**config.mk**
```make
export PLATFORM = sky130hd
export DESIGN_NAME = sorted_sequence_merge
export DESIGN_NICKNAME = d
export VERILOG_FILES = /design/src/rtl/core/ssm_pkg.sv /design/src/rtl/core/ssm_ram.sv /design/src/rtl/core/ssm_datapath.sv /design/src/rtl/core/ssm_ctrl.sv /design/src/rtl/core/sorted_sequence_merge.sv
export SDC_FILE = /design/constraint.sdc
export NUM_CORES = 2
export LEC_CHECK = 0
export BUFFER_PORTS_ARGS = -buffer_cell sky130_fd_sc_hd__buf_2
export CELL_PAD_IN_SITES_DETAIL_PLACEMENT = 1
export CELL_PAD_IN_SITES_GLOBAL_PLACEMENT = 1
export CORE_MARGIN = 8
export CORE_UTILIZATION = 30
export DETAILED_ROUTE_END_ITERATION = 10
export PLACE_DENSITY_LB_ADDON = 0.1
export SLEW_MARGIN = 20
export SYNTH_ARGS = -nofsm -noshare
export SYNTH_HDL_FRONTEND = slang
export SYNTH_SLANG_ARGS = --single-unit
```
**constraint.sdc**
```tcl
create_clock -name clk -period 5.45 [get_ports clk]
set_input_delay 0.8175 -clock clk [delete_from_list [all_inputs] [get_ports clk]]
set_output_delay 0.8175 -clock clk [all_outputs]
set_load 0.01 [all_outputs]
```
**src/rtl/core/ssm_pkg.sv**
```systemverilog
// ----------------------------------------------------------------------------
// Sorted sequence merge package
// Shared constants, command codes and the controller/datapath interface types.
// ----------------------------------------------------------------------------
package ssm_pkg;

	localparam int SEQ_DEPTH = 32;
	localparam int CNT_W     = $clog2(SEQ_DEPTH + 1);
	localparam int ADDR_W    = (SEQ_DEPTH > 1) ? $clog2(SEQ_DEPTH) : 1;
	localparam int DATA_W    = 32;

	typedef enum logic [1:0] {
		CMD_APPEND_FIRST  = 2'd0,
		CMD_APPEND_SECOND = 2'd1,
		CMD_MERGE         = 2'd2,
		CMD_NONE          = 2'd3
	} ssm_command_t;

	typedef struct packed {
		logic append_first;
		logic append_second;
		logic clear_flag;
		logic step;
	} ssm_cmd_t;

	typedef struct packed {
		logic both_empty;
		logic out_free;
		logic last_step;
	} ssm_status_t;

endpackage

```
**src/rtl/core/ssm_ram.sv**
```systemverilog
// ----------------------------------------------------------------------------
// Sorted sequence merge store RAM
// Single write port and single read port with registered read data.
// ----------------------------------------------------------------------------
module ssm_ram #(
	parameter int DEPTH  = 32,
	parameter int WIDTH  = 32,
	parameter int ADDR_W = 5
) (
	input  logic              clk,
	input  logic              we,
	input  logic [ADDR_W-1:0] waddr,
	input  logic [WIDTH-1:0]  wdata,
	input  logic [ADDR_W-1:0] raddr,
	output logic [WIDTH-1:0]  rdata
);

	logic [WIDTH-1:0] mem [DEPTH];

	always_ff @(posedge clk) begin
		if (we) begin
			mem[waddr] <= wdata;
		end
	end

	always_ff @(posedge clk) begin
		rdata <= mem[raddr];
	end

endmodule

```
**src/rtl/core/ssm_datapath.sv**
```systemverilog
// ----------------------------------------------------------------------------
// Sorted sequence merge datapath
// Holds both stores, their fill counts, the read pointers, the overflow flag
// and the output register; performs one head comparison per merge step.
// ----------------------------------------------------------------------------
module ssm_datapath (
	input  logic                       clk,
	input  logic                       arst_n,
	input  ssm_pkg::ssm_cmd_t          cmd,
	output ssm_pkg::ssm_status_t       status,
	input  logic signed [31:0]         value,
	output logic                       out_valid,
	input  logic                       out_ready,
	output logic signed [31:0]         merged_value,
	output logic                       from_second,
	output logic                       last,
	output logic                       overflowed
);
	import ssm_pkg::*;

	logic [CNT_W-1:0]  cnt_a_q, cnt_b_q, ptr_a_q, ptr_b_q;
	logic [CNT_W-1:0]  ptr_a_d, ptr_b_d, ptr_a_inc, ptr_b_inc;
	logic              flag_q;
	logic              full_a, full_b, we_a, we_b;
	logic [DATA_W-1:0] head_a, head_b;
	logic              take_first, last_step;
	logic              out_valid_q;
	logic [DATA_W-1:0] out_value_q;
	logic              out_src_q, out_last_q, out_ovf_q;

	assign full_a = (cnt_a_q == CNT_W'(SEQ_DEPTH));
	assign full_b = (cnt_b_q == CNT_W'(SEQ_DEPTH));
	assign we_a   = cmd.append_first && !full_a;
	assign we_b   = cmd.append_second && !full_b;

	always_comb begin
		if (ptr_a_q == cnt_a_q) begin
			take_first = 1'b0;
		end else if (ptr_b_q == cnt_b_q) begin
			take_first = 1'b1;
		end else begin
			take_first = ($signed(head_a) <= $signed(head_b));
		end
	end

	assign ptr_a_inc = ptr_a_q + CNT_W'(take_first);
	assign ptr_b_inc = ptr_b_q + CNT_W'(!take_first);
	assign last_step = (ptr_a_inc == cnt_a_q) && (ptr_b_inc == cnt_b_q);

	always_comb begin
		ptr_a_d = ptr_a_q;
		ptr_b_d = ptr_b_q;
		if (cmd.step) begin
			if (last_step) begin
				ptr_a_d = '0;
				ptr_b_d = '0;
			end else begin
				ptr_a_d = ptr_a_inc;
				ptr_b_d = ptr_b_inc;
			end
		end
	end

	ssm_ram #(.DEPTH(SEQ_DEPTH), .WIDTH(DATA_W), .ADDR_W(ADDR_W)) u_store_a (
		.clk   (clk),
		.we    (we_a),
		.waddr (cnt_a_q[ADDR_W-1:0]),
		.wdata (value),
		.raddr (ptr_a_d[ADDR_W-1:0]),
		.rdata (head_a)
	);

	ssm_ram #(.DEPTH(SEQ_DEPTH), .WIDTH(DATA_W), .ADDR_W(ADDR_W)) u_store_b (
		.clk   (clk),
		.we    (we_b),
		.waddr (cnt_b_q[ADDR_W-1:0]),
		.wdata (value),
		.raddr (ptr_b_d[ADDR_W-1:0]),
		.rdata (head_b)
	);

	always_ff @(posedge clk or negedge arst_n) begin
		if (!arst_n) begin
			cnt_a_q     <= '0;
			cnt_b_q     <= '0;
			ptr_a_q     <= '0;
			ptr_b_q     <= '0;
			flag_q      <= 1'b0;
			out_valid_q <= 1'b0;
		end else begin
			ptr_a_q <= ptr_a_d;
			ptr_b_q <= ptr_b_d;
			if (we_a) begin
				cnt_a_q <= cnt_a_q + CNT_W'(1);
			end
			if (we_b) begin
				cnt_b_q <= cnt_b_q + CNT_W'(1);
			end
			if ((cmd.append_first && full_a) || (cmd.append_second && full_b)) begin
				flag_q <= 1'b1;
			end
			if (cmd.clear_flag || (cmd.step && last_step)) begin
				flag_q <= 1'b0;
			end
			if (cmd.step && last_step) begin
				cnt_a_q <= '0;
				cnt_b_q <= '0;
			end
			if (cmd.step) begin
				out_valid_q <= 1'b1;
			end else if (out_ready) begin
				out_valid_q <= 1'b0;
			end
		end
	end

	always_ff @(posedge clk) begin
		if (cmd.step) begin
			out_value_q <= take_first ? head_a : head_b;
			out_src_q   <= !take_first;
			out_last_q  <= last_step;
			out_ovf_q   <= flag_q;
		end
	end

	assign status.both_empty = (cnt_a_q == '0) && (cnt_b_q == '0);
	assign status.out_free   = !out_valid_q || out_ready;
	assign status.last_step  = last_step;

	assign out_valid    = out_valid_q;
	assign merged_value = out_value_q;
	assign from_second  = out_src_q;
	assign last         = out_last_q;
	assign overflowed   = out_ovf_q;

endmodule

```
**src/rtl/core/ssm_ctrl.sv**
```systemverilog
// ----------------------------------------------------------------------------
// Sorted sequence merge controller
// Accepts transactions while idle and sequences the merge steps.
// ----------------------------------------------------------------------------
module ssm_ctrl (
	input  logic                 clk,
	input  logic                 arst_n,
	input  logic                 in_valid,
	output logic                 in_ready,
	input  logic [1:0]           command,
	input  ssm_pkg::ssm_status_t status,
	output ssm_pkg::ssm_cmd_t    cmd
);
	import ssm_pkg::*;

	typedef enum logic [1:0] {
		ST_IDLE  = 2'b01,
		ST_MERGE = 2'b10
	} state_t;

	state_t state_q, state_d;
	logic   accept;

	assign in_ready = (state_q == ST_IDLE);
	assign accept   = in_valid && in_ready;

	always_comb begin
		state_d           = state_q;
		cmd.append_first  = 1'b0;
		cmd.append_second = 1'b0;
		cmd.clear_flag    = 1'b0;
		cmd.step          = 1'b0;
		case (state_q)
			ST_IDLE: begin
				if (accept) begin
					case (command)
						CMD_APPEND_FIRST:  cmd.append_first = 1'b1;
						CMD_APPEND_SECOND: cmd.append_second = 1'b1;
						CMD_MERGE: begin
							if (status.both_empty) begin
								cmd.clear_flag = 1'b1;
							end else begin
								state_d = ST_MERGE;
							end
						end
						default: ;
					endcase
				end
			end
			ST_MERGE: begin
				if (status.out_free) begin
					cmd.step = 1'b1;
					if (status.last_step) begin
						state_d = ST_IDLE;
					end
				end
			end
			default: state_d = ST_IDLE;
		endcase
	end

	always_ff @(posedge clk or negedge arst_n) begin
		if (!arst_n) begin
			state_q <= ST_IDLE;
		end else begin
			state_q <= state_d;
		end
	end

endmodule

```
**src/rtl/core/sorted_sequence_merge.sv**
```systemverilog
// ----------------------------------------------------------------------------
// Sorted sequence merge
// Two-way merge of two ascending signed sequences held in on-chip stores.
// ----------------------------------------------------------------------------
// Append transactions are taken one per cycle while idle and never
// produce a result. A merge with values stored enters the merge state,
// where each step loads the output register, one result per cycle while
// the output is not stalled; input is held off until the last step.
// Reset clears the fill counts, read pointers, overflow flag and output
// valid; the store contents are not cleared.
module sorted_sequence_merge (
	input  logic               clk,
	input  logic               arst_n,
	input  logic               in_valid,
	output logic               in_ready,
	input  logic [1:0]         command,
	input  logic signed [31:0] value,
	output logic               out_valid,
	input  logic               out_ready,
	output logic signed [31:0] merged_value,
	output logic               from_second,
	output logic               last,
	output logic               overflowed
);
	import ssm_pkg::*;

	ssm_cmd_t    cmd;
	ssm_status_t status;

	ssm_ctrl u_ctrl (
		.clk      (clk),
		.arst_n   (arst_n),
		.in_valid (in_valid),
		.in_ready (in_ready),
		.command  (command),
		.status   (status),
		.cmd      (cmd)
	);

	ssm_datapath u_datapath (
		.clk          (clk),
		.arst_n       (arst_n),
		.cmd          (cmd),
		.status       (status),
		.value        (value),
		.out_valid    (out_valid),
		.out_ready    (out_ready),
		.merged_value (merged_value),
		.from_second  (from_second),
		.last         (last),
		.overflowed   (overflowed)
	);

endmodule

```
==> tab_implementation.tex <==
\begin{tabular}{lr}
\hline
Metric & Value \\
\hline
\multicolumn{2}{l}{\textbf{Run status}} \\
\quad Result of the run & complete, but fails checks \\
\quad Failing checks & setup timing \\
\multicolumn{2}{l}{\textbf{Synth}} \\
\quad Dominant cells by area after synthesis & sky130\_fd\_sc\_hd\_\_edfxtp\_1, sky130\_fd\_sc\_hd\_\_nand2\_1, sky130\_fd\_sc\_hd\_\_nor2\_1 \\
\quad Number of enable flip-flop cells after synthesis & 2083 \\
\quad Mapped Cells & 6225 \\
\quad Synthesis warning total & 0 \\
\quad Library cells used by synthesis & 70 \\
\quad Synthesized Nets & 6307 \\
\quad Mean area per synthesized cell & 13.89 um\^{}2 \\
\quad Main flop type after synthesis & sky130\_fd\_sc\_hd\_\_edfxtp\_1 \\
\quad Mapped cell area & 0.08646 mm\^{}2 \\
\quad Number of storage elements in the synthesis netlist & 2175 \\
\quad Cell accounting for the most synthesized area & sky130\_fd\_sc\_hd\_\_edfxtp\_1 \\
\quad Yosys top cell area share & 72.34\% \\
\quad Proportion of synthesized flip-flops having asynchronous set or reset & 1.287\% \\
\quad Share of synthesized area occupied by flip-flops and latches & 74.64\% \\
\multicolumn{2}{l}{\textbf{Setup path}} \\
\quad Type of element launching the critical path & flop \\
\quad Data arrival time at the worst-slack endpoint & 6.45 ns \\
\quad Capturing element type of the critical path & flop \\
\quad Cell at the slowest stage of the critical path & sky130\_fd\_sc\_hd\_\_dfxtp\_4 \\
\quad Worst endpoint required time & 6.26 ns \\
\quad Classification of the worst setup path & reg -> reg \\
\quad Critical-path maximum fanout & 7 \\
\quad Combined buffer and inverter count along the critical path & 10 \\
\quad Crit path top cell by count & sky130\_fd\_sc\_hd\_\_buf\_12 \\
\quad Kind of cell adding the most delay to the critical path & compound AO/OA/AOI/OAI gates \\
\quad Peak per-stage delay on the critical path & 0.40 ns \\
\multicolumn{2}{l}{\textbf{Power}} \\
\quad Total power consumption of the routed design & 0.05196 W \\
\quad Static Leak & 38.22 nW \\
\quad Areal power density over the cells & 464.0 mW/mm\^{}2 \\
\quad Peak supply drop & 0.0004656 V \\
\multicolumn{2}{l}{\textbf{Die}} \\
\quad Die Width & 552.9 um \\
\quad IO Count & 75 \\
\quad DIE HEIGHT & 552.9 um \\
\quad Total Die Area & 0.3056 mm\^{}2 \\
\quad Number of rows in the core area & 197 \\
\quad Effective utilization at floorplan & 30.08\% \\
\quad CORE AREA & 0.2874 mm\^{}2 \\
\multicolumn{2}{l}{\textbf{Clock network}} \\
\quad Largest buffer count on any clock path & 4 \\
\quad Clk root buf & sky130\_fd\_sc\_hd\_\_clkbuf\_16 \\
\quad CTS tree & yes \\
\quad TritonCTS buffer count & 248 \\
\quad Clock insertion delay at the later pin of the skew report & 0.92 ns \\
\quad Clock input transition at the sequential cells of the worst setup and hold paths & 0.06 ns \\
\quad Clock tree sinks & 2175 \\
\quad CTS HTree Levels & 4 \\
\multicolumn{2}{l}{\textbf{GRT}} \\
\quad Overall track demand over capacity in global routing & 21.94\% \\
\quad Number of antenna violations at the first check in global routing & 24 \\
\quad Largest net degree at the start of global routing & 65 \\
\quad Number of global-route vias before repair & 61220 \\
\quad Global route total overflow & 0 \\
\quad Wire length of the first global-routing pass & 485.2 mm \\
\multicolumn{2}{l}{\textbf{STA}} \\
\quad Slew margin rel. & 22.61\% \\
\quad Max Clk Rate & 0.1773 GHz \\
\quad Smallest setup slack after layout & -0.1907 ns \\
\quad Total count of max-transition violations in the final report & 0 \\
\quad Unrepaired setup endpoints after global routing & true \\
\quad Measured slew at the worst slew-check pin & 1.161 ns \\
\quad Total setup violations reported at the end of the flow & 58 \\
\quad Final Hold Viols & 0 \\
\quad Clock period minus final worst setup slack & 5.641 ns \\
\quad Worst setup skew after layout & 0.06685 ns \\
\quad Sum of negative setup slack & -4.167 ns \\
\quad Worst hold margin & 0.3067 ns \\
\quad Final worst path period share & 103.5\% \\
\multicolumn{2}{l}{\textbf{Route}} \\
\quad Routed Wire Length & 354.3 mm \\
\quad Post-detailed-route count of antenna-violating nets & 0 \\
\quad Count of vias placed by the detailed router & 58470 \\
\quad Number of design-rule violations left by the first detailed-router iteration & 4510 \\
\quad Drt first pass iters & 8 \\
\quad DRC Markers & 0 \\
\quad Detailed-route wire length per cell & 31.90 um \\
\quad Via density per instance & 5.263 \\
\multicolumn{2}{l}{\textbf{Place}} \\
\quad Port Buf Inserts & 74 \\
\quad Half-perimeter wire length after placement & 209.8 mm \\
\quad Final estimated routing congestion in global placement & 0.7872 \\
\multicolumn{2}{l}{\textbf{Finish}} \\
\quad Layout Nets & 7197 \\
\quad Synthesis-to-finish area growth & 29.51\% \\
\quad Share of cells above drive strength 1 & 25.99\% \\
\multicolumn{2}{l}{\textbf{Min path}} \\
\quad Type of the tightest min-delay check & in -> reg \\
\multicolumn{2}{l}{\textbf{Flow run}} \\
\quad Total of max-cap violations & 0 \\
\hline
\end{tabular}
worst reg2reg max path: cells and delay by family (launching register included):
family          cells  cell delay, ns
compound gates      9            1.67
buf+inv            10            1.45
fa+ha+maj           3            0.68
simple gates        5            0.68
mux                 2            0.55
flops               1            0.40
xor+xnor            1            0.11
worst paths after layout:
kind                                                 from                          endpoint  slack (ns)  cells after the start
min in group asynchronous                          arst_n             u_datapath.cnt_a_q[5]        0.58                      2
max in group asynchronous                          arst_n             u_datapath.ptr_a_q[0]        4.37                      2
setup / recovery           u_datapath.u_store_b.rdata[11]     u_datapath.u_store_b.rdata[7]       -0.19                     30
hold / removal                                  value[28]  u_datapath.u_store_a.mem[14][28]        0.31                      1
hold reg to reg                         u_datapath.flag_q             u_datapath.overflowed        0.47                      0
setup reg to reg           u_datapath.u_store_b.rdata[11]     u_datapath.u_store_b.rdata[7]       -0.19                     30
cell families (layout without fill, tap and decap cells):
family / Yosys count / count (layout) / synth area share (%)
muxes: 182 / 182 / 2.172
buffers and inverters: 499 / 1591 / 2.386
AOI/OAI and AO/OA: 1250 / 1250 / 9.611
and+or+nand+nor: 2045 / 2045 / 10.25
xor gates and xnor gates: 30 / 30 / 0.3039
adders and majority gates: 44 / 44 / 0.6367
DFF: 2175 / 2175 / 74.64
other: 0 / 10 / 0
through the flow:
step / worst slack [ns] / util [%] / instances / area (um^2)
after global placement: -2.071 / 34.56 / 10480 / 99320
final: -0.1907 / 38.96 / 11110 / 112000
after detailed placement: -2.152 / 34.56 / 10480 / 99320
after CTS: -0.05644 / 38.07 / 11010 / 109400
after global routing: -0.3623 / 38.96 / 11110 / 112000
after floorplan: 0.009816 / - / 6225 / 86480
area by class of cell:
class	count	area, um^2
fillers	29180	175400
multi-input cells	3551	22770
flip-flops and latches	2175	64580
well taps	3781	4731
clock inverters	115	745.7
diodes	10	25.02
repair buffers	1090	12110
inverters	49	227.7
clock buffers	337	6784
sequential cells by signal (all words and copies together) (netlist names):
name / count
u_datapath.ptr_a_q: 6
u_datapath.u_store_b.rdata: 32
u_datapath.last: 1
u_datapath.u_store_a.rdata: 32
u_ctrl.state_q: 2
u_datapath.u_store_a.mem: 1024
u_datapath.cnt_a_q: 6
u_datapath.merged_value: 32
u_datapath.from_second: 1
u_datapath.out_valid: 1
u_datapath.overflowed: 1
u_datapath.cnt_b_q: 6
u_datapath.ptr_b_q: 6
u_datapath.flag_q: 1
u_datapath.u_store_b.mem: 1024
layer usage:
| metal | vias to the layer above | GRT usage (%) | routed length, um |
|---|---|---|---|
| met5 | - | 0 | 0 |
| met4 | 0 | 5.339 | 10640 |
| met3 | 453 | 2.224 | 13930 |
| met2 | 1361 | 39.09 | 178800 |
| met1 | 31050 | 28.68 | 151000 |
| li1 | 25610 | - | - |
cells in the mapped netlist (5+ instances only):
cell,count
sky130_fd_sc_hd__edfxtp_1,2083
sky130_fd_sc_hd__nand2_1,900
sky130_fd_sc_hd__nor2_1,550
sky130_fd_sc_hd__clkbuf_1,311
sky130_fd_sc_hd__o21ai_0,278
sky130_fd_sc_hd__a21oi_1,198
sky130_fd_sc_hd__o211ai_1,172
sky130_fd_sc_hd__a32oi_1,152
sky130_fd_sc_hd__nor3_1,151
sky130_fd_sc_hd__or3_1,141
sky130_fd_sc_hd__mux2i_1,137
sky130_fd_sc_hd__a31oi_1,129
sky130_fd_sc_hd__nand3_1,126
sky130_fd_sc_hd__buf_2,99
sky130_fd_sc_hd__a211oi_1,91
sky130_fd_sc_hd__dfxtp_1,64
sky130_fd_sc_hd__and3_1,57
sky130_fd_sc_hd__a22oi_1,54
sky130_fd_sc_hd__nand4_1,50
sky130_fd_sc_hd__inv_1,45
sky130_fd_sc_hd__mux2_2,45
sky130_fd_sc_hd__ha_1,44
sky130_fd_sc_hd__o31ai_1,36
sky130_fd_sc_hd__o2111ai_1,33
sky130_fd_sc_hd__a311oi_1,31
sky130_fd_sc_hd__nor4_1,31
sky130_fd_sc_hd__o22ai_1,31
sky130_fd_sc_hd__buf_1,27
sky130_fd_sc_hd__dfrtp_1,27
sky130_fd_sc_hd__xnor2_1,18
sky130_fd_sc_hd__xor2_1,12
sky130_fd_sc_hd__buf_4,9
sky130_fd_sc_hd__o21ai_1,9
sky130_fd_sc_hd__nor2b_1,8
sky130_fd_sc_hd__nand2b_1,6
sky130_fd_sc_hd__a22o_1,5
sky130_fd_sc_hd__nand3b_1,5
power by group:
part           internal (W)  switching (W)  total (W)
Clock               0.00896        0.00689     0.0159
Combinational       0.00692        0.00965     0.0166
Sequential           0.0189       0.000608     0.0195
what timing repair did:
| action | CTS | global route |
|---|---|---|
| setup buffers | 77 | 75 |
| gates cloned | 15 | 27 |
| gates resized for setup | 331 | 281 |
| hold endpoints to repair | 27 | 0 |
| hold buffers | 1 | 0 |
| pin swaps | 101 | 129 |
| setup endpoints to repair | 77 | 64 |
cell usage in the layout (no fill, tap or decap), types with 36 or more instances in the layout:
master                      Yosys  final
sky130_fd_sc_hd__a211oi_1      91     41
sky130_fd_sc_hd__a211oi_2       0     39
sky130_fd_sc_hd__a21oi_1      198    179
sky130_fd_sc_hd__a22oi_2        0     39
sky130_fd_sc_hd__a31oi_1      129    106
sky130_fd_sc_hd__a32oi_1      152    121
sky130_fd_sc_hd__and3_1        57     56
sky130_fd_sc_hd__buf_12         0    212
sky130_fd_sc_hd__buf_2         99     74
sky130_fd_sc_hd__buf_4          9    657
sky130_fd_sc_hd__buf_6          4     71
sky130_fd_sc_hd__clkbuf_1     311     68
sky130_fd_sc_hd__clkbuf_16      0    277
sky130_fd_sc_hd__clkinv_1       1     50
sky130_fd_sc_hd__clkinv_2       0     50
sky130_fd_sc_hd__dfxtp_1       64     41
sky130_fd_sc_hd__edfxtp_1    2083   2083
sky130_fd_sc_hd__inv_1         45     36
sky130_fd_sc_hd__mux2_2        45     39
sky130_fd_sc_hd__mux2i_1      137    122
sky130_fd_sc_hd__nand2_1      900    889
sky130_fd_sc_hd__nand3_1      126    118
sky130_fd_sc_hd__nand4_1       50     50
sky130_fd_sc_hd__nor2_1       550    479
sky130_fd_sc_hd__nor2_4         0     66
sky130_fd_sc_hd__nor3_1       151    147
sky130_fd_sc_hd__o211ai_1     172    172
sky130_fd_sc_hd__o21ai_0      278    255
sky130_fd_sc_hd__or3_1        141    138
Power figures use the tool's default switching activity.
